`config.mk`:
```
export PLATFORM = sky130hd
export DESIGN_NAME = process_slot_round_robin_scheduler_flat
export DESIGN_NICKNAME = d
export VERILOG_FILES = /design/src/design/psrr_pkg.sv /design/src/design/psrr_ifs.sv /design/src/design/process_slot_round_robin_scheduler.sv /design/src/design/psrr_dp.sv /design/src/design/psrr_ctrl.sv /design/src/flat_wrapper.sv
export SDC_FILE = /design/constraint.sdc
export NUM_CORES = 1
export LEC_CHECK = 0
export ABC_AREA = 1
export BUFFER_PORTS_ARGS = -buffer_cell sky130_fd_sc_hd__buf_2
export CAP_MARGIN = 5
export CELL_PAD_IN_SITES_DETAIL_PLACEMENT = 0
export CELL_PAD_IN_SITES_GLOBAL_PLACEMENT = 1
export CORE_MARGIN = 2
export CORE_UTILIZATION = 33
export CTS_CLUSTER_DIAMETER = 30
export DETAILED_ROUTE_END_ITERATION = 12
export GPL_ROUTABILITY_DRIVEN = 0
export PLACE_DENSITY = 0.59
export SYNTH_ARGS = -nofsm -noshare
export SYNTH_HDL_FRONTEND = slang
export SYNTH_SLANG_ARGS = --single-unit
```
`constraint.sdc`:
```
create_clock -name i_clk -period 5.42 [get_ports i_clk]
set_clock_uncertainty 0.1 [all_clocks]
set_input_delay 0.542 -clock i_clk [delete_from_list [all_inputs] [get_ports i_clk]]
set_output_delay 0.542 -clock i_clk [all_outputs]
set_load 0.02 [all_outputs]
```
`src/design/psrr_pkg.sv`:
```
package psrr_pkg;

    localparam int SLOTS    = 16;
    localparam int IDX_W    = $clog2(SLOTS);
    localparam int CNT_W    = $clog2(SLOTS + 1);
    localparam int KIND_W   = 3;
    localparam int PID_W    = 4;
    localparam int STATUS_W = 3;
    localparam int STATE_W  = 3;

    typedef enum logic [KIND_W-1:0] {
        K_CREATE    = 3'd0,
        K_START     = 3'd1,
        K_TERMINATE = 3'd2,
        K_FREE      = 3'd3,
        K_YIELD     = 3'd4,
        K_SCHEDULE  = 3'd5,
        K_READ      = 3'd6
    } t_kind;

    typedef enum logic [STATE_W-1:0] {
        SS_EMPTY      = 3'd0,
        SS_CREATED    = 3'd1,
        SS_READY      = 3'd2,
        SS_RUNNING    = 3'd3,
        SS_TERMINATED = 3'd4
    } t_slot_state;

    typedef enum logic [STATUS_W-1:0] {
        RS_OK        = 3'd0,
        RS_BAD_SLOT  = 3'd1,
        RS_BAD_STATE = 3'd2,
        RS_FULL      = 3'd3,
        RS_DISABLED  = 3'd4
    } t_status;

    typedef enum logic [3:0] {
        S_IDLE,
        S_DECODE,
        S_TCHK,
        S_YCHK,
        S_CURRPT,
        S_SCAN,
        S_POST,
        S_FIXCUR,
        S_SWOLD,
        S_SWNEW,
        S_DONE
    } t_ctrl_state;

    typedef enum logic [1:0] {
        RD_TARGET,
        RD_CURRENT,
        RD_SCAN
    } t_rd_sel;

    typedef enum logic [1:0] {
        WR_TARGET,
        WR_CURRENT,
        WR_PICK
    } t_wr_sel;

    typedef enum logic {
        BASE_CURRENT,
        BASE_LAST
    } t_scan_base;

    // Commands from the controller to the datapath
    typedef struct packed {
        logic        load;
        t_rd_sel     rd_sel;
        logic        wr_en;
        t_wr_sel     wr_sel;
        t_slot_state wr_state;
        logic        scan_start;
        t_scan_base  scan_base;
        t_slot_state scan_want;
        logic        scan_run;
        logic        set_status;
        t_status     status;
        logic        set_sstate;
        logic        sstate_from_rd;
        t_slot_state sstate;
        logic        alloc;
        logic        do_switch;
        logic        out_load;
    } t_dp_cmd;

    // Status from the datapath to the controller
    typedef struct packed {
        logic [KIND_W-1:0] kind;
        logic              slot_valid;
        logic              slot_zero;
        logic              slot_is_cur;
        logic              enable;
        t_slot_state       rd_state;
        logic              scan_done;
        logic              found;
        logic              pick_is_cur;
        logic              out_free;
    } t_dp_stat;

endpackage

```
`src/design/psrr_ifs.sv`:
```
interface psrr_cmd_if;
    logic                      valid;
    logic                      ready;
    logic [psrr_pkg::KIND_W-1:0] kind;
    logic [psrr_pkg::PID_W-1:0]  slot_pid;

    modport source (output valid, output kind, output slot_pid, input ready);
    modport sink   (input valid, input kind, input slot_pid, output ready);
endinterface

interface psrr_res_if;
    logic                          valid;
    logic                          ready;
    logic [psrr_pkg::STATUS_W-1:0] status;
    logic [psrr_pkg::PID_W-1:0]    result_pid;
    logic [psrr_pkg::STATE_W-1:0]  slot_state_out;
    logic [psrr_pkg::PID_W-1:0]    running_pid;

    modport source (output valid, output status, output result_pid,
                    output slot_state_out, output running_pid, input ready);
    modport sink   (input valid, input status, input result_pid,
                    input slot_state_out, input running_pid, output ready);
endinterface

interface psrr_cfg_if;
    logic valid;
    logic ready;
    logic scheduler_enable;

    modport source (output valid, output scheduler_enable, input ready);
    modport sink   (input valid, input scheduler_enable, output ready);
endinterface

```
`src/design/process_slot_round_robin_scheduler.sv`:
```
// Round-robin process slot scheduler. Each command word (create, start,
// terminate, free, yield, schedule, read state) yields exactly one result
// word holding a status, the slot allocated by create, the target or current
// slot's state and the running slot after the command. Slot states live in a
// single-port-read table with per-slot valid flags, so reset takes effect at
// once and no clearing pass is needed. Commands are handled one at a time.
// An undefined kind goes from decode straight to the result. Read, start,
// free, terminate without a reschedule, yield while the current slot is not
// running and a disabled yield or schedule need no scan. Create, and with
// the scheduler enabled schedule, yield of the running slot and terminate of
// the current slot, scan the table one slot per cycle through its registered
// read port, stopping early when a match is found. A new word is taken only
// after the result of the last one is loaded into the output register. The
// result sits in an output register, so a stalled consumer only holds the
// block in its final state. The scheduler_enable register is written through
// its own channel, which is always ready, and must only be written while no
// command is in flight.
module process_slot_round_robin_scheduler (
    input logic        i_clk,
    input logic        i_rst_n,
    psrr_cmd_if.sink   i_cmd,
    psrr_res_if.source o_res,
    psrr_cfg_if.sink   i_cfg
);
    import psrr_pkg::*;

    t_dp_cmd  dp_cmd;
    t_dp_stat dp_stat;
    logic     cmd_ready;

    // Configuration is a single flop: always take the word
    assign i_cfg.ready = 1'b1;
    assign i_cmd.ready = cmd_ready;

    psrr_ctrl u_ctrl (
        .i_clk       (i_clk),
        .i_rst_n     (i_rst_n),
        .i_cmd_valid (i_cmd.valid),
        .o_cmd_ready (cmd_ready),
        .i_stat      (dp_stat),
        .o_cmd       (dp_cmd)
    );

    psrr_dp u_dp (
        .i_clk             (i_clk),
        .i_rst_n           (i_rst_n),
        .i_cmd             (dp_cmd),
        .o_stat            (dp_stat),
        .i_kind            (i_cmd.kind),
        .i_slot_pid        (i_cmd.slot_pid),
        .i_cfg_valid       (i_cfg.valid),
        .i_cfg_enable      (i_cfg.scheduler_enable),
        .i_res_ready       (o_res.ready),
        .o_res_valid       (o_res.valid),
        .o_res_status      (o_res.status),
        .o_res_result_pid  (o_res.result_pid),
        .o_res_slot_state  (o_res.slot_state_out),
        .o_res_running_pid (o_res.running_pid)
    );

endmodule

```
`src/design/psrr_dp.sv`:
```
module psrr_dp (
    input  logic                          i_clk,
    input  logic                          i_rst_n,
    input  psrr_pkg::t_dp_cmd             i_cmd,
    output psrr_pkg::t_dp_stat            o_stat,
    input  logic [psrr_pkg::KIND_W-1:0]   i_kind,
    input  logic [psrr_pkg::PID_W-1:0]    i_slot_pid,
    input  logic                          i_cfg_valid,
    input  logic                          i_cfg_enable,
    input  logic                          i_res_ready,
    output logic                          o_res_valid,
    output logic [psrr_pkg::STATUS_W-1:0] o_res_status,
    output logic [psrr_pkg::PID_W-1:0]    o_res_result_pid,
    output logic [psrr_pkg::STATE_W-1:0]  o_res_slot_state,
    output logic [psrr_pkg::PID_W-1:0]    o_res_running_pid
);
    import psrr_pkg::*;

    function automatic logic [IDX_W-1:0] wrap_inc(input logic [IDX_W-1:0] idx);
        logic [IDX_W-1:0] res;
        res = (idx == IDX_W'(SLOTS - 1)) ? '0 : idx + 1'b1;
        return res;
    endfunction

    logic [KIND_W-1:0]  r_kind;
    logic [PID_W-1:0]   r_slot;
    logic               r_enable;
    logic [IDX_W-1:0]   r_current;
    logic [IDX_W-1:0]   r_last;
    logic [31:0]        r_switch_cnt;

    logic [STATE_W-1:0] r_slot_mem [SLOTS];
    logic [SLOTS-1:0]   r_vld;
    logic [STATE_W-1:0] r_rd_data;
    logic               r_rd_hit;
    logic [IDX_W-1:0]   r_rd_addr;

    logic [IDX_W-1:0]   r_scan_ptr;
    logic [CNT_W-1:0]   r_scan_cnt;
    logic               r_probe_vld;
    logic               r_probe_last;
    t_slot_state        r_want;
    logic [IDX_W-1:0]   r_pick;
    logic               r_found;

    t_status            r_res_status;
    logic [PID_W-1:0]   r_res_rpid;
    t_slot_state        r_res_sstate;

    logic               r_out_valid;
    t_status            r_out_status;
    logic [PID_W-1:0]   r_out_rpid;
    t_slot_state        r_out_sstate;
    logic [PID_W-1:0]   r_out_running;

    logic [IDX_W-1:0]   n_rd_addr;
    logic [IDX_W-1:0]   n_wr_addr;
    logic [IDX_W-1:0]   n_scan_base;
    logic [IDX_W-1:0]   slot_idx;
    t_slot_state        rd_state;
    logic               scan_hit;
    logic               scan_done;

    assign slot_idx = IDX_W'(r_slot);

    always_comb begin
        case (i_cmd.rd_sel)
            RD_TARGET:  n_rd_addr = slot_idx;
            RD_CURRENT: n_rd_addr = r_current;
            RD_SCAN:    n_rd_addr = r_scan_ptr;
            default:    n_rd_addr = r_current;
        endcase
    end

    always_comb begin
        case (i_cmd.wr_sel)
            WR_TARGET:  n_wr_addr = slot_idx;
            WR_CURRENT: n_wr_addr = r_current;
            WR_PICK:    n_wr_addr = r_pick;
            default:    n_wr_addr = r_current;
        endcase
    end

    // An entry never written reads as its reset state
    assign rd_state = r_rd_hit ? t_slot_state'(r_rd_data)
                    : ((r_rd_addr == '0) ? SS_RUNNING : SS_EMPTY);

    always_ff @(posedge i_clk) begin
        if (i_cmd.wr_en) begin
            r_slot_mem[n_wr_addr] <= i_cmd.wr_state;
        end
        r_rd_data <= r_slot_mem[n_rd_addr];
        r_rd_hit  <= r_vld[n_rd_addr];
        r_rd_addr <= n_rd_addr;
    end

    always_ff @(posedge i_clk) begin
        if (!i_rst_n) begin
            r_vld <= '0;
        end else if (i_cmd.wr_en) begin
            r_vld[n_wr_addr] <= 1'b1;
        end
    end

    // Scan: one probe issued per cycle, checked when its data returns
    assign n_scan_base = (i_cmd.scan_base == BASE_LAST) ? r_last : r_current;
    assign scan_hit  = r_probe_vld && (r_rd_addr != '0) && (rd_state == r_want);
    assign scan_done = scan_hit || (r_probe_vld && r_probe_last);

    always_ff @(posedge i_clk) begin
        if (!i_rst_n) begin
            r_probe_vld <= 1'b0;
            r_scan_cnt  <= '0;
        end else if (i_cmd.scan_start) begin
            r_scan_ptr  <= wrap_inc(n_scan_base);
            r_scan_cnt  <= '0;
            r_probe_vld <= 1'b0;
            r_want      <= i_cmd.scan_want;
        end else if (i_cmd.scan_run) begin
            if (r_scan_cnt != CNT_W'(SLOTS)) begin
                r_scan_ptr   <= wrap_inc(r_scan_ptr);
                r_scan_cnt   <= r_scan_cnt + 1'b1;
                r_probe_vld  <= 1'b1;
                r_probe_last <= (r_scan_cnt == CNT_W'(SLOTS - 1));
            end else begin
                r_probe_vld <= 1'b0;
            end
        end
    end

    always_ff @(posedge i_clk) begin
        if (i_cmd.scan_run && scan_done) begin
            r_pick  <= scan_hit ? r_rd_addr : '0;
            r_found <= scan_hit;
        end
    end

    // Scheduler state
    always_ff @(posedge i_clk) begin
        if (!i_rst_n) begin
            r_enable     <= 1'b0;
            r_current    <= '0;
            r_last       <= '0;
            r_switch_cnt <= '0;
        end else begin
            if (i_cfg_valid) begin
                r_enable <= i_cfg_enable;
            end
            if (i_cmd.alloc) begin
                r_last <= r_pick;
            end
            if (i_cmd.do_switch) begin
                r_current    <= r_pick;
                r_switch_cnt <= r_switch_cnt + 32'd1;
            end
        end
    end

    // Command word and result fields
    always_ff @(posedge i_clk) begin
        if (i_cmd.load) begin
            r_kind       <= i_kind;
            r_slot       <= i_slot_pid;
            r_res_status <= RS_OK;
            r_res_rpid   <= '0;
            r_res_sstate <= SS_EMPTY;
        end else begin
            if (i_cmd.set_status) begin
                r_res_status <= i_cmd.status;
            end
            if (i_cmd.set_sstate) begin
                r_res_sstate <= i_cmd.sstate_from_rd ? rd_state : i_cmd.sstate;
            end
            if (i_cmd.alloc) begin
                r_res_rpid <= PID_W'(r_pick);
            end
        end
    end

    // Output register
    always_ff @(posedge i_clk) begin
        if (!i_rst_n) begin
            r_out_valid <= 1'b0;
        end else if (i_cmd.out_load) begin
            r_out_valid <= 1'b1;
        end else if (i_res_ready) begin
            r_out_valid <= 1'b0;
        end
    end

    always_ff @(posedge i_clk) begin
        if (i_cmd.out_load) begin
            r_out_status  <= r_res_status;
            r_out_rpid    <= r_res_rpid;
            r_out_sstate  <= r_res_sstate;
            r_out_running <= PID_W'(r_current);
        end
    end

    assign o_res_valid       = r_out_valid;
    assign o_res_status      = r_out_status;
    assign o_res_result_pid  = r_out_rpid;
    assign o_res_slot_state  = r_out_sstate;
    assign o_res_running_pid = r_out_running;

    always_comb begin
        o_stat.kind        = r_kind;
        o_stat.slot_valid  = (32'(r_slot) < SLOTS);
        o_stat.slot_zero   = (r_slot == '0);
        o_stat.slot_is_cur = (slot_idx == r_current);
        o_stat.enable      = r_enable;
        o_stat.rd_state    = rd_state;
        o_stat.scan_done   = scan_done;
        o_stat.found       = r_found;
        o_stat.pick_is_cur = (r_pick == r_current);
        o_stat.out_free    = !r_out_valid || i_res_ready;
    end

endmodule

```
`src/design/psrr_ctrl.sv`:
```
module psrr_ctrl (
    input  logic               i_clk,
    input  logic               i_rst_n,
    input  logic               i_cmd_valid,
    output logic               o_cmd_ready,
    input  psrr_pkg::t_dp_stat i_stat,
    output psrr_pkg::t_dp_cmd  o_cmd
);
    import psrr_pkg::*;

    t_ctrl_state r_state;
    t_ctrl_state n_state;
    t_kind       kind;
    logic        not_term;

    assign kind     = t_kind'(i_stat.kind);
    assign not_term = (kind != K_TERMINATE);

    always_ff @(posedge i_clk) begin
        if (!i_rst_n) begin
            r_state <= S_IDLE;
        end else begin
            r_state <= n_state;
        end
    end

    // Next state
    always_comb begin
        n_state = r_state;
        case (r_state)
            S_IDLE: begin
                if (i_cmd_valid) n_state = S_DECODE;
            end
            S_DECODE: begin
                case (kind)
                    K_CREATE: n_state = S_SCAN;
                    K_START, K_TERMINATE, K_FREE, K_READ: begin
                        n_state = i_stat.slot_valid ? S_TCHK : S_DONE;
                    end
                    K_YIELD:    n_state = i_stat.enable ? S_YCHK : S_CURRPT;
                    K_SCHEDULE: n_state = i_stat.enable ? S_SCAN : S_CURRPT;
                    default:    n_state = S_DONE;
                endcase
            end
            S_TCHK: begin
                n_state = S_DONE;
                if (kind == K_TERMINATE && !i_stat.slot_zero
                    && i_stat.rd_state != SS_EMPTY && i_stat.rd_state != SS_TERMINATED
                    && i_stat.slot_is_cur && i_stat.enable) begin
                    n_state = S_SCAN;
                end
            end
            S_YCHK: begin
                n_state = (i_stat.rd_state == SS_RUNNING) ? S_SCAN : S_DONE;
            end
            S_CURRPT: n_state = S_DONE;
            S_SCAN: begin
                if (i_stat.scan_done) n_state = S_POST;
            end
            S_POST: begin
                if (kind == K_CREATE) begin
                    n_state = S_DONE;
                end else begin
                    n_state = i_stat.pick_is_cur ? S_FIXCUR : S_SWOLD;
                end
            end
            S_FIXCUR: n_state = S_DONE;
            S_SWOLD:  n_state = S_SWNEW;
            S_SWNEW:  n_state = S_DONE;
            S_DONE: begin
                if (i_stat.out_free) n_state = S_IDLE;
            end
            default: n_state = S_IDLE;
        endcase
    end

    // Outputs
    always_comb begin
        o_cmd        = '0;
        o_cmd.rd_sel = RD_CURRENT;
        o_cmd_ready  = 1'b0;
        case (r_state)
            S_IDLE: begin
                o_cmd_ready = 1'b1;
                o_cmd.load  = i_cmd_valid;
            end
            S_DECODE: begin
                case (kind)
                    K_CREATE: begin
                        o_cmd.scan_start = 1'b1;
                        o_cmd.scan_base  = BASE_LAST;
                        o_cmd.scan_want  = SS_EMPTY;
                    end
                    K_START, K_TERMINATE, K_FREE, K_READ: begin
                        o_cmd.rd_sel = RD_TARGET;
                        if (!i_stat.slot_valid) begin
                            o_cmd.set_status = 1'b1;
                            o_cmd.status     = RS_BAD_SLOT;
                        end
                    end
                    K_YIELD: begin
                        if (!i_stat.enable) begin
                            o_cmd.set_status = 1'b1;
                            o_cmd.status     = RS_DISABLED;
                        end
                    end
                    K_SCHEDULE: begin
                        if (!i_stat.enable) begin
                            o_cmd.set_status = 1'b1;
                            o_cmd.status     = RS_DISABLED;
                        end else begin
                            o_cmd.scan_start = 1'b1;
                            o_cmd.scan_base  = BASE_CURRENT;
                            o_cmd.scan_want  = SS_READY;
                        end
                    end
                    default: begin
                        o_cmd.set_status = 1'b1;
                        o_cmd.status     = RS_BAD_STATE;
                    end
                endcase
            end
            S_TCHK: begin
                o_cmd.set_sstate = 1'b1;
                case (kind)
                    K_READ: begin
                        o_cmd.sstate_from_rd = 1'b1;
                    end
                    K_START: begin
                        if (i_stat.rd_state == SS_EMPTY) begin
                            o_cmd.set_status = 1'b1;
                            o_cmd.status     = RS_BAD_SLOT;
                            o_cmd.sstate     = SS_EMPTY;
                        end else if (i_stat.rd_state != SS_CREATED) begin
                            o_cmd.set_status     = 1'b1;
                            o_cmd.status         = RS_BAD_STATE;
                            o_cmd.sstate_from_rd = 1'b1;
                        end else begin
                            o_cmd.wr_en    = 1'b1;
                            o_cmd.wr_sel   = WR_TARGET;
                            o_cmd.wr_state = SS_READY;
                            o_cmd.sstate   = SS_READY;
                        end
                    end
                    K_TERMINATE: begin
                        if (i_stat.slot_zero || i_stat.rd_state == SS_EMPTY) begin
                            o_cmd.set_status = 1'b1;
                            o_cmd.status     = RS_BAD_SLOT;
                            o_cmd.sstate     = SS_EMPTY;
                        end else if (i_stat.rd_state == SS_TERMINATED) begin
                            o_cmd.set_status     = 1'b1;
                            o_cmd.status         = RS_BAD_STATE;
                            o_cmd.sstate_from_rd = 1'b1;
                        end else begin
                            o_cmd.wr_en    = 1'b1;
                            o_cmd.wr_sel   = WR_TARGET;
                            o_cmd.wr_state = SS_TERMINATED;
                            o_cmd.sstate   = SS_TERMINATED;
                            if (i_stat.slot_is_cur && i_stat.enable) begin
                                o_cmd.scan_start = 1'b1;
                                o_cmd.scan_base  = BASE_CURRENT;
                                o_cmd.scan_want  = SS_READY;
                            end
                        end
                    end
                    K_FREE: begin
                        if (i_stat.slot_zero || i_stat.rd_state == SS_EMPTY) begin
                            o_cmd.set_status = 1'b1;
                            o_cmd.status     = RS_BAD_SLOT;
                            o_cmd.sstate     = SS_EMPTY;
                        end else if (i_stat.slot_is_cur) begin
                            o_cmd.set_status     = 1'b1;
                            o_cmd.status         = RS_BAD_STATE;
                            o_cmd.sstate_from_rd = 1'b1;
                        end else begin
                            o_cmd.wr_en    = 1'b1;
                            o_cmd.wr_sel   = WR_TARGET;
                            o_cmd.wr_state = SS_EMPTY;
                            o_cmd.sstate   = SS_EMPTY;
                        end
                    end
                    default: begin
                        o_cmd.set_sstate = 1'b0;
                    end
                endcase
            end
            S_YCHK: begin
                if (i_stat.rd_state == SS_RUNNING) begin
                    o_cmd.wr_en      = 1'b1;
                    o_cmd.wr_sel     = WR_CURRENT;
                    o_cmd.wr_state   = SS_READY;
                    o_cmd.scan_start = 1'b1;
                    o_cmd.scan_base  = BASE_CURRENT;
                    o_cmd.scan_want  = SS_READY;
                end else begin
                    o_cmd.set_sstate     = 1'b1;
                    o_cmd.sstate_from_rd = 1'b1;
                end
            end
            S_CURRPT: begin
                o_cmd.set_sstate     = 1'b1;
                o_cmd.sstate_from_rd = 1'b1;
            end
            S_SCAN: begin
                o_cmd.rd_sel   = RD_SCAN;
                o_cmd.scan_run = 1'b1;
            end
            S_POST: begin
                if (kind == K_CREATE) begin
                    if (i_stat.found) begin
                        o_cmd.wr_en      = 1'b1;
                        o_cmd.wr_sel     = WR_PICK;
                        o_cmd.wr_state   = SS_CREATED;
                        o_cmd.alloc      = 1'b1;
                        o_cmd.set_sstate = 1'b1;
                        o_cmd.sstate     = SS_CREATED;
                    end else begin
                        o_cmd.set_status = 1'b1;
                        o_cmd.status     = RS_FULL;
                    end
                end
            end
            S_FIXCUR: begin
                o_cmd.set_sstate = not_term;
                if (i_stat.rd_state == SS_READY) begin
                    o_cmd.wr_en    = 1'b1;
                    o_cmd.wr_sel   = WR_CURRENT;
                    o_cmd.wr_state = SS_RUNNING;
                    o_cmd.sstate   = SS_RUNNING;
                end else begin
                    o_cmd.sstate_from_rd = 1'b1;
                end
            end
            S_SWOLD: begin
                o_cmd.do_switch = 1'b1;
                if (i_stat.rd_state == SS_RUNNING) begin
                    o_cmd.wr_en    = 1'b1;
                    o_cmd.wr_sel   = WR_CURRENT;
                    o_cmd.wr_state = SS_READY;
                end
            end
            S_SWNEW: begin
                o_cmd.wr_en      = 1'b1;
                o_cmd.wr_sel     = WR_CURRENT;
                o_cmd.wr_state   = SS_RUNNING;
                o_cmd.set_sstate = not_term;
                o_cmd.sstate     = SS_RUNNING;
            end
            S_DONE: begin
                o_cmd.out_load = i_stat.out_free;
            end
            default: begin
                o_cmd.load = 1'b0;
            end
        endcase
    end

endmodule

```
`src/flat_wrapper.sv`:
```
// flat-port wrapper written by rule: the top's interface ports become plain ports
module process_slot_round_robin_scheduler_flat import psrr_pkg::*;
  (i_clk, i_rst_n, i_cmd_valid, i_cmd_kind, i_cmd_slot_pid, i_cmd_ready, o_res_valid, o_res_status, o_res_result_pid, o_res_slot_state_out, o_res_running_pid, o_res_ready, i_cfg_valid, i_cfg_scheduler_enable, i_cfg_ready);
  psrr_cmd_if i_cmd_i ();
  psrr_res_if o_res_i ();
  psrr_cfg_if i_cfg_i ();
  input logic i_clk;
  input logic i_rst_n;
  input wire logic [$bits(i_cmd_i.valid)-1:0] i_cmd_valid;
  input wire logic [$bits(i_cmd_i.kind)-1:0] i_cmd_kind;
  input wire logic [$bits(i_cmd_i.slot_pid)-1:0] i_cmd_slot_pid;
  output wire logic [$bits(i_cmd_i.ready)-1:0] i_cmd_ready;
  output wire logic [$bits(o_res_i.valid)-1:0] o_res_valid;
  output wire logic [$bits(o_res_i.status)-1:0] o_res_status;
  output wire logic [$bits(o_res_i.result_pid)-1:0] o_res_result_pid;
  output wire logic [$bits(o_res_i.slot_state_out)-1:0] o_res_slot_state_out;
  output wire logic [$bits(o_res_i.running_pid)-1:0] o_res_running_pid;
  input wire logic [$bits(o_res_i.ready)-1:0] o_res_ready;
  input wire logic [$bits(i_cfg_i.valid)-1:0] i_cfg_valid;
  input wire logic [$bits(i_cfg_i.scheduler_enable)-1:0] i_cfg_scheduler_enable;
  output wire logic [$bits(i_cfg_i.ready)-1:0] i_cfg_ready;
  assign i_cmd_i.valid = i_cmd_valid;
  assign i_cmd_i.kind = i_cmd_kind;
  assign i_cmd_i.slot_pid = i_cmd_slot_pid;
  assign i_cmd_ready = i_cmd_i.ready;
  assign o_res_valid = o_res_i.valid;
  assign o_res_status = o_res_i.status;
  assign o_res_result_pid = o_res_i.result_pid;
  assign o_res_slot_state_out = o_res_i.slot_state_out;
  assign o_res_running_pid = o_res_i.running_pid;
  assign o_res_i.ready = o_res_ready;
  assign i_cfg_i.valid = i_cfg_valid;
  assign i_cfg_i.scheduler_enable = i_cfg_scheduler_enable;
  assign i_cfg_ready = i_cfg_i.ready;
  process_slot_round_robin_scheduler u_core (.i_clk(i_clk), .i_rst_n(i_rst_n), .i_cmd(i_cmd_i), .o_res(o_res_i), .i_cfg(i_cfg_i));
endmodule
```
==> results of run 1 <==
synth_stat cells, types with 5 or more instances:
cell,n
or2_1,7
dfxtp_1,54
inv_2,8
buf_2,5
o21ai_0,19
nor2_1,56
a21oi_1,45
nand2_2,12
nand3_1,83
ha_1,5
nand2_1,156
a21oi_2,6
inv_1,120
buf_4,5
edfxtp_1,80
nor2_2,9
o211ai_1,15
nand4_1,8
nor3_1,8
kinds of logic after synthesis:
logic type | after synthesis | synth area share, %
xor+xnor | 7 | 0.9543
simple gates | 358 | 25.43
other cells | 1 | 0.05837
fa+ha+maj | 5 | 0.9737
compound gates | 100 | 9.387
flops | 134 | 54.22
buf+inv | 145 | 8.978
report_power, final:
group / internal, uW / switching [uW] / total [uW]
registers: 1200 / 75.9 / 1270
logic: 326 / 817 / 1140
clock network: 736 / 449 / 1180
total: 2260 / 1340 / 3600
path summary, 6_finish.rpt:
| kind | start | slack [ps] | depth (start not counted) | end |
|---|---|---|---|---|
| setup / recovery | u_core.u_dp.r_kind[1] | 2330 | 12 | u_core.u_dp.r_rd_data[2] |
| hold / removal | i_cmd_slot_pid[2] | 200 | 1 | u_core.u_dp.r_slot[2] |
| setup reg to reg | u_core.u_dp.r_kind[1] | 2330 | 12 | u_core.u_dp.r_rd_data[2] |
| hold reg to reg | u_core.u_dp.r_res_rpid[3] | 330 | 0 | u_core.u_dp.o_res_result_pid[3] |
stage by stage:
stage	hold slack [ps]	total power (uW)	worst slack, ps	utilization, %
after detailed placement	318.6	2440	2313	35.45
after global routing	185.9	3825	1940	38.56
after global placement	321.4	2437	2433	35.45
final	197.4	3601	2335	38.56
after CTS	177.3	3631	2298	38.56
after floorplan	303.0	2133	3241	-
routing by layer:
metal / track usage [%] / vias up / share of wire, %
met3: 3.832 / 26 / 4.5
met5: 0 / - / 0
met4: 4.954 / 0 / 1.5
met1: 23.52 / 2334 / 49
li1: - / 2535 / -
met2: 25.86 / 112 / 45
worst register-to-register path, delay by kind of cell, from the launching register on:
kind	cells	cell delay (ps)
simple gates	10	1610
compound gates	1	270
flops	1	460
buf+inv	1	540
area by class of cell:
| class | instances | area, um^2 |
|---|---|---|
| clock buffer | 20 | 446.7 |
| clock inverter | 12 | 152.6 |
| fill | 2038 | 11840 |
| inverter | 131 | 491.7 |
| multi-input combinational | 471 | 2370 |
| sequential | 134 | 3483 |
| tap | 265 | 331.6 |
| timing repair buffer | 30 | 155.1 |
==> reports/qor.csv, run 1 <==
metric,value,unit
drtIter0Drc,401,
die_w,143.5,um
cp-end-kind,flop,
arrival,3290,ps
clk_latency,420,ps
area_delta_synth_final,15.66,%
rows,51,
pin_count,30,
start_util,33.34,%
htree_levels,4,
rsz0062_at_grt,no,
final_antenna_net_count,0,
relSlewSlack,21.40,%
path_cells,"nand2_1, nand2_2, o21ai_2, nand2_1, nand3_2, clkinv_1, nand2_1, nand2_1, nand2_1, nand3_1, nand3_1, nand2_1",
die_area,20600,um^2
synth.area.top_cells,"edfxtp_1, dfxtp_1, nand2_1, inv_1, nand3_1",
cp-start-kind,flop,
final_area,7431,um^2
antennaDiodeCount,0,
synth_largest_area_cell,edfxtp_1,
required,5630,ps
p_leak,0.003208,uW
clock_path_buffers,2,
cp_slowest_cell,nand3_2,
synth-edff-count,80,
drt_wl_total,16410,um
drc_errors,0,
drv_slew,0,
final_cell_mix,"nand2_1, inv_1, nand3_1",
async_reset_ff_share,0,%
final_cells,1063,
final.setup.tns,0,ps
tightest_slew,1167,ps
placed_area,6832,um^2
cts_sinks,134,
post_cts_buffers,0,
cts_tree,done,
holdBufCountCts,0,
largest_reg_flops,48,
path_buf_inv,1,
first_pass_iters,8,
ys_seq_area_share,54.22,%
grt_overflow_total,0,
cp_max_fo,57,
cp_common_cell,nand2_1,
coreArea,19270,um^2
dp_cells,1031,
fmax,0.3241,GHz
synth_cell_types,45,
peakVddDrop,0.1933,mV
netlist_area,6425,um^2
yosysTopAreaCellShare,37.39,%
power.density,484.6,nW/um^2
hpwlAfterDp,12220,um
viasPerCell,4.710,
final-setup-viol-count,0,
cts_root_buf,clkbuf_16,
crit_path_max_incr_delay,690,ps
grt_max_degree,58,
grt_pass1_vias,4802,
top_regs,"u_core.u_dp.r_slot_mem: 48 flops, u_core.u_dp.r_vld: 16 flops, u_core.u_dp.r_scan_cnt: 5 flops",
maxCapViolations,0,
drt-wirelength-per-cell,15.44,um
yosys_register_bits,134,
fin_crit,3086,ps
hold_viol_final,0,
cts_resized,0,
cts_buffers,17,
regMostFlops,u_core.u_dp.r_slot_mem,
antenna_found_initial,0,
postSynthCellCount,750,
grt_first_pass_wirelength,25990,um
vias,5007,
final_common_cell,nand2_1,
hp-class,primary input to flop,
path_clk_slew,60,ps
numPortBuffers,28,
drive_gt1_share,13.91,%
status,"finished, final reports clean",
avgSynthCellArea,8.567,um^2
die_y,143.5,um
syn-num-nets,768,
yosys_warnings,0,
nets,803,
critPathKind,flop to flop,
grt_usage,16.77,%
cp_top_family,simple AND/OR/NAND/NOR gates,
fin_crit_sh,56.93,%
ys.flop_type,edfxtp_1,
No activity file was read; power rests on OpenSTA's default activity.
==> run 2: changes to the inputs <==
clock period = 3.05 ns   (was 5.42 ns; I/O delays follow)
==> run 2 against run 1 <==
Sequential share of layout area decreased by 0.48 points. Flip-flop and latch count stayed put. Clock-buffer cell count fell by 3. Largest cell class unchanged. Largest power group unchanged. Non-clock buffer count is 15 higher. Critical endpoint is now u_core.u_dp.r_scan_ptr[0]. Clock power is 59% higher. Critical path depth unchanged. Worst setup slack lost 1900 ps. Register-to-register slack worse by 1900 ps.
==> reports/qor.csv, run 2 (synthesis results as in run 1) <==
metric,value,unit,change
die_area,20600,um^2,unchanged
cp-start-kind,flop,,
peakVddDrop,0.3369,mV,+74%
grt_max_degree,57,,-1.7%
cts_root_buf,clkbuf_16,,
placed_area,6904,um^2,+1.1%
critPathKind,flop to flop,,
largest_reg_flops,48,,unchanged
status,"finished, final reports clean",,
fin_crit,2650,ps,-435.7 ps
hp-class,primary input to flop,,
gr-max-usage-layer,met2,,
cp-end-kind,flop,,
grt_usage,17.16,%,+0.39 points
drt-wirelength-per-cell,15.50,um,+0.39%
globalRouteMet2Util,26.79,%,+0.93 points
drtIter0Drc,293,,-27%
area_delta_synth_final,16.86,%,
post_cts_buffers,0,,unchanged
rows,51,,unchanged
final_antenna_net_count,0,,unchanged
first_pass_iters,5,,-3
fmax,0.3774,GHz,+16%
drt_wl_total,16680,um,+1.6%
drc_errors,0,,unchanged
final_cell_mix,"nand2_1, inv_1, nand3_1",,
final.fill_count,2024,,-0.69%
power.density,837.3,nW/um^2,+73%
cp_max_fo,6,,-89%
antennaDiodeCount,0,,unchanged
grt_pass1_vias,4955,,+3.2%
startpoint,u_core.u_dp.r_kind[1],,
clock_path_buffers,2,,unchanged
cts_tree,done,,
cts_resized,0,,unchanged
coreArea,19270,um^2,unchanged
die_w,143.5,um,unchanged
drv_slew,0,,unchanged
tightest_slew,741.9,ps,-424.7 ps
start_util,33.34,%,unchanged
drive_gt1_share,14.55,%,+0.64 points
hold_viol_final,0,,unchanged
final-setup-viol-count,0,,unchanged
cts_sinks,134,,unchanged
fin_crit_sh,86.88,%,+30 points
arrival,2700,ps,-590 ps
min_from,i_cfg_scheduler_enable,,
required,3100,ps,-2530 ps
hpwlAfterDp,12200,um,about the same
nets,818,,+1.9%
clk_latency,420,ps,about the same
p_leak,0.003251,uW,+1.3%
postLayoutCoreUtil,38.96,%,+0.40 points
use_met3,2.999,%,-0.83 points
numPortBuffers,28,,unchanged
grt_overflow_total,0,,unchanged
relSlewSlack,50.54,%,+29 points
holdWs,24.82,ps,-172.6 ps
regToRegStartpoint,u_core.u_dp.r_kind[1],,
path_clk_slew,60,ps,about the same
rsz0062_at_grt,no,,
grt_first_pass_wirelength,26280,um,+1.1%
htree_levels,4,,unchanged
use_met1,23.74,%,+0.22 points
maxCapViolations,0,,unchanged
final.setup.tns,0,ps,unchanged
pin_count,30,,unchanged
cts_buffers,17,,unchanged
vias,4952,,-1.1%
regMostFlops,u_core.u_dp.r_slot_mem,,
top_regs,"u_core.u_dp.r_slot_mem: 48 flops, u_core.u_dp.r_vld: 16 flops, u_core.u_dp.r_scan_cnt: 5 flops",,
viasPerCell,4.602,,-2.3%
antenna_found_initial,0,,unchanged
die_y,143.5,um,unchanged
final_area,7508,um^2,+1.0%
final_common_cell,nand2_1,,
==> run 2: area by class of cell <==
| class | count | area [um^2] | area share [%] |
|---|---|---|---|
| Tap cell | 265 | 331.6 | 4.416 |
| Sequential cell | 134 | 3483 | 46.39 |
| Timing Repair Buffer | 45 | 297.8 | 3.966 |
| Multi-Input combinational cell | 471 | 2370 | 31.56 |
| Clock inverter | 13 | 108.9 | 1.450 |
| Inverter | 131 | 491.7 | 6.549 |
| Clock buffer | 17 | 425.4 | 5.666 |
==> run 2: routing by layer <==
metal	wire, um	part of all wire [%]	vias to the layer above
met5	0	0	-
met4	311	1.9	0
met3	473	2.8	24
met2	7451	45	97
met1	8442	51	2272
li1	-	-	2559
==> run 2: where the power goes <==
group | switching (uW) | internal (uW) | leakage (uW)
registers | 131 | 2130 | 0.00115
clock network | 776 | 1100 | 0.000252
logic | 1510 | 639 | 0.00185
total | 2420 | 3870 | 0.00325
==> run 2: repair_timing <==
item                       in CTS  in global routing
hold buffers                    7                  0
setup endpoints to repair       0                  0
hold endpoints to repair        7                  0
==> run 2: final timing paths <==
kind	cells after the start	slack, ps	end
max	12	400	u_core.u_dp.r_scan_ptr[0]
min	3	20	u_core.u_dp.r_enable
max reg2reg	12	400	u_core.u_dp.r_scan_ptr[0]
min reg2reg	0	330	u_core.u_dp.o_res_result_pid[1]
==> run 2: critical path, stage by stage (launching register included) <==
cell	delay (ps)
edfxtp_1	470
nor2_1	180
inv_1	90
nor2_1	300
nand2_1	200
inv_1	170
nand2_1	70
o21ai_0	190
ha_1	250
and2_1	140
nand2_1	60
nand2_1	90
o22ai_1	60
==> run 2: stage by stage <==
stage	power (uW)	cells	setup slack (ps)
final	6286	1076	400.2
after global routing	6708	1076	245.6
after CTS	6358	1076	451.7
after detailed placement	4449	1039	473.7
after global placement	4441	1039	463.4
after floorplan	3791	750	870.6
==> run 3: changes to the inputs <==
CORE_UTILIZATION = 30   (was 33)
PLACE_DENSITY = 0.56   (was 0.59)
REMOVE_ABC_BUFFERS = 1   (was not set)
==> run 3 against run 2 <==
Global-route usage fell by 0.72 points. Final cell count rose by 1.2%. Largest power group unchanged. Hold slack improved by 5.3 ps. Clock-buffer cell count rose by 8.
==> reports/qor.csv, run 3 (synthesis results as in run 1) <==
metric,value,unit,change
critPathKind,flop to flop,,
tightest_slew,716.9,ps,-25.01 ps
clock_power_share,33.0,%,+3.1 points
final-setup-viol-count,0,,unchanged
final.setup.tns,0,ps,unchanged
p_leak,0.003304,uW,+1.6%
die_w,150.3,um,+4.7%
switchingPower,2439,uW,+0.89%
drt-wirelength-per-cell,16.27,um,+5.0%
fmax,0.3843,GHz,+1.8%
pwr-share-seq,34.3,%,-1.6 points
arrival,2660,ps,-40 ps
power.total,6596,uW,+4.9%
die_area,22600,um^2,+9.7%
hold_viol_final,0,,unchanged
drive_gt1_share,14.62,%,+0.069 points
hp-class,primary input to flop,,
clock_path_buffers,2,,unchanged
relSlewSlack,52.09,%,+1.6 points
coreArea,21020,um^2,+9.1%
drv_slew,0,,unchanged
drtIter0Drc,286,,-2.4%
viasPerCell,4.655,,+1.1%
rsz0062_at_grt,no,,
die_y,150.3,um,+4.7%
grt_first_pass_wirelength,27520,um,+4.7%
largest_reg_flops,48,,unchanged
grt_max_degree,29,,-49%
swShare,36.98,%,-1.5 points
status,"finished, final reports clean",,
cp-end-kind,flop,,
antennaDiodeCount,0,,unchanged
nets,819,,+0.12%
pin_count,30,,unchanged
grt_pass1_vias,5015,,+1.2%
cts_resized,0,,unchanged
hpwlAfterDp,13150,um,+7.8%
rows,53,,+3.9%
cts_buffers,17,,unchanged
min_from,i_cfg_scheduler_enable,,
grt_usage,16.44,%,-0.72 points
htree_levels,4,,unchanged
cts_root_buf,clkbuf_16,,
path_clk_slew,60,ps,about the same
peakVddDrop,0.3540,mV,+5.1%
power_frac_comb,32.7,%,-1.5 points
cts_tree,done,,
fin_crit,2602,ps,-47.90 ps
vias,5069,,+2.4%
final_cells,1089,,+1.2%
final_common_cell,nand2_1,,
regMostFlops,u_core.u_dp.r_slot_mem,,
required,3110,ps,about the same
cp_max_fo,12,,+6
area_delta_synth_final,18.34,%,
top_regs,"u_core.u_dp.r_slot_mem: 48 flops, u_core.u_dp.r_vld: 16 flops, u_core.u_dp.r_scan_cnt: 5 flops",,
final_antenna_net_count,0,,unchanged
maxCapViolations,0,,unchanged
antenna_found_initial,0,,unchanged
drc_errors,0,,unchanged
drt_wl_total,17720,um,+6.2%
numPortBuffers,28,,unchanged
first_pass_iters,4,,-1
intPower,4157,uW,+7.4%
dp_cells,1050,,+1.1%
clk_latency,420,ps,about the same
fin_crit_sh,85.31,%,-1.6 points
cts_sinks,134,,unchanged
regToRegStartpoint,u_core.u_dp.r_slot[2],,
cp-start-kind,flop,,
start_util,30.56,%,-2.8 points
power.density,867.4,nW/um^2,+3.6%
startpoint,u_core.u_dp.r_slot[2],,
final_cell_mix,"nand2_1, inv_1, nand3_1",,
grt_overflow_total,0,,unchanged
[run 3: worst paths after layout]
kind	slack, ps	cells past startpoint	to
min	30	3	u_core.u_dp.r_enable
max	450	9	u_core.u_dp.r_slot_mem[1][1]
min reg2reg	330	0	u_core.u_dp.o_res_slot_state[0]
max reg2reg	450	9	u_core.u_dp.r_slot_mem[1][1]
[run 3: power groups by stage]
stage | sequential, uW | clock [uW] | combinational (uW)
finish | 2260 | 2180 | 2160
global route | 2280 | 2300 | 2430
CTS | 2260 | 2220 | 2180
detailed placement | 2300 | 0 | 2160
global placement | 2300 | 0 | 2180
floorplan | 2250 | 0 | 1460
[run 3: per-layer routing]
layer | part of all wire [%] | vias up | global-route usage, %
met2 | 44 | 76 | 25.09
met4 | 1.7 | 0 | 5.377
li1 | - | 2561 | -
met3 | 3.2 | 17 | 3.303
met5 | 0 | - | 0
met1 | 51 | 2415 | 23.30
[run 3: through the flow]
stage | setup WS, ps | utilization, % | hold WS (ps) | area (um^2)
after floorplan | 588.1 | - | 302.6 | 6340
after global routing | 255.3 | 36.17 | 42.75 | 7604
after global placement | 497.2 | 32.88 | 325.0 | 6912
final | 448.1 | 36.17 | 30.12 | 7604
after CTS | 460.4 | 36.17 | 12.45 | 7604
after detailed placement | 482.2 | 32.88 | 317.4 | 6912
[run 3: worst max-delay path, cell delays in order, from the launching register on]
cell and delay [ps]:
edfxtp_1 500, inv_1 120, nand4_1 290, and2_1 300, a21oi_1 130, nand2_1 100
nand2_1 80, nand3_1 310, nand3_1 290, inv_1 120
[run 3: timing repair]
item	CTS	global route
buffers inserted	0	0
hold buffers	7	0
endpoints found under the hold margin	7	0
[run 3: cell type report]
type                            count  area (um^2)
Tap cell                          275        344.1
Sequential cell                   134         3483
Inverter                          131        491.7
Multi-Input combinational cell    471         2370
Timing Repair Buffer               46        292.8
Clock buffer                       25        506.7
Clock inverter                      7        115.1
Fill cell                        2149        13420
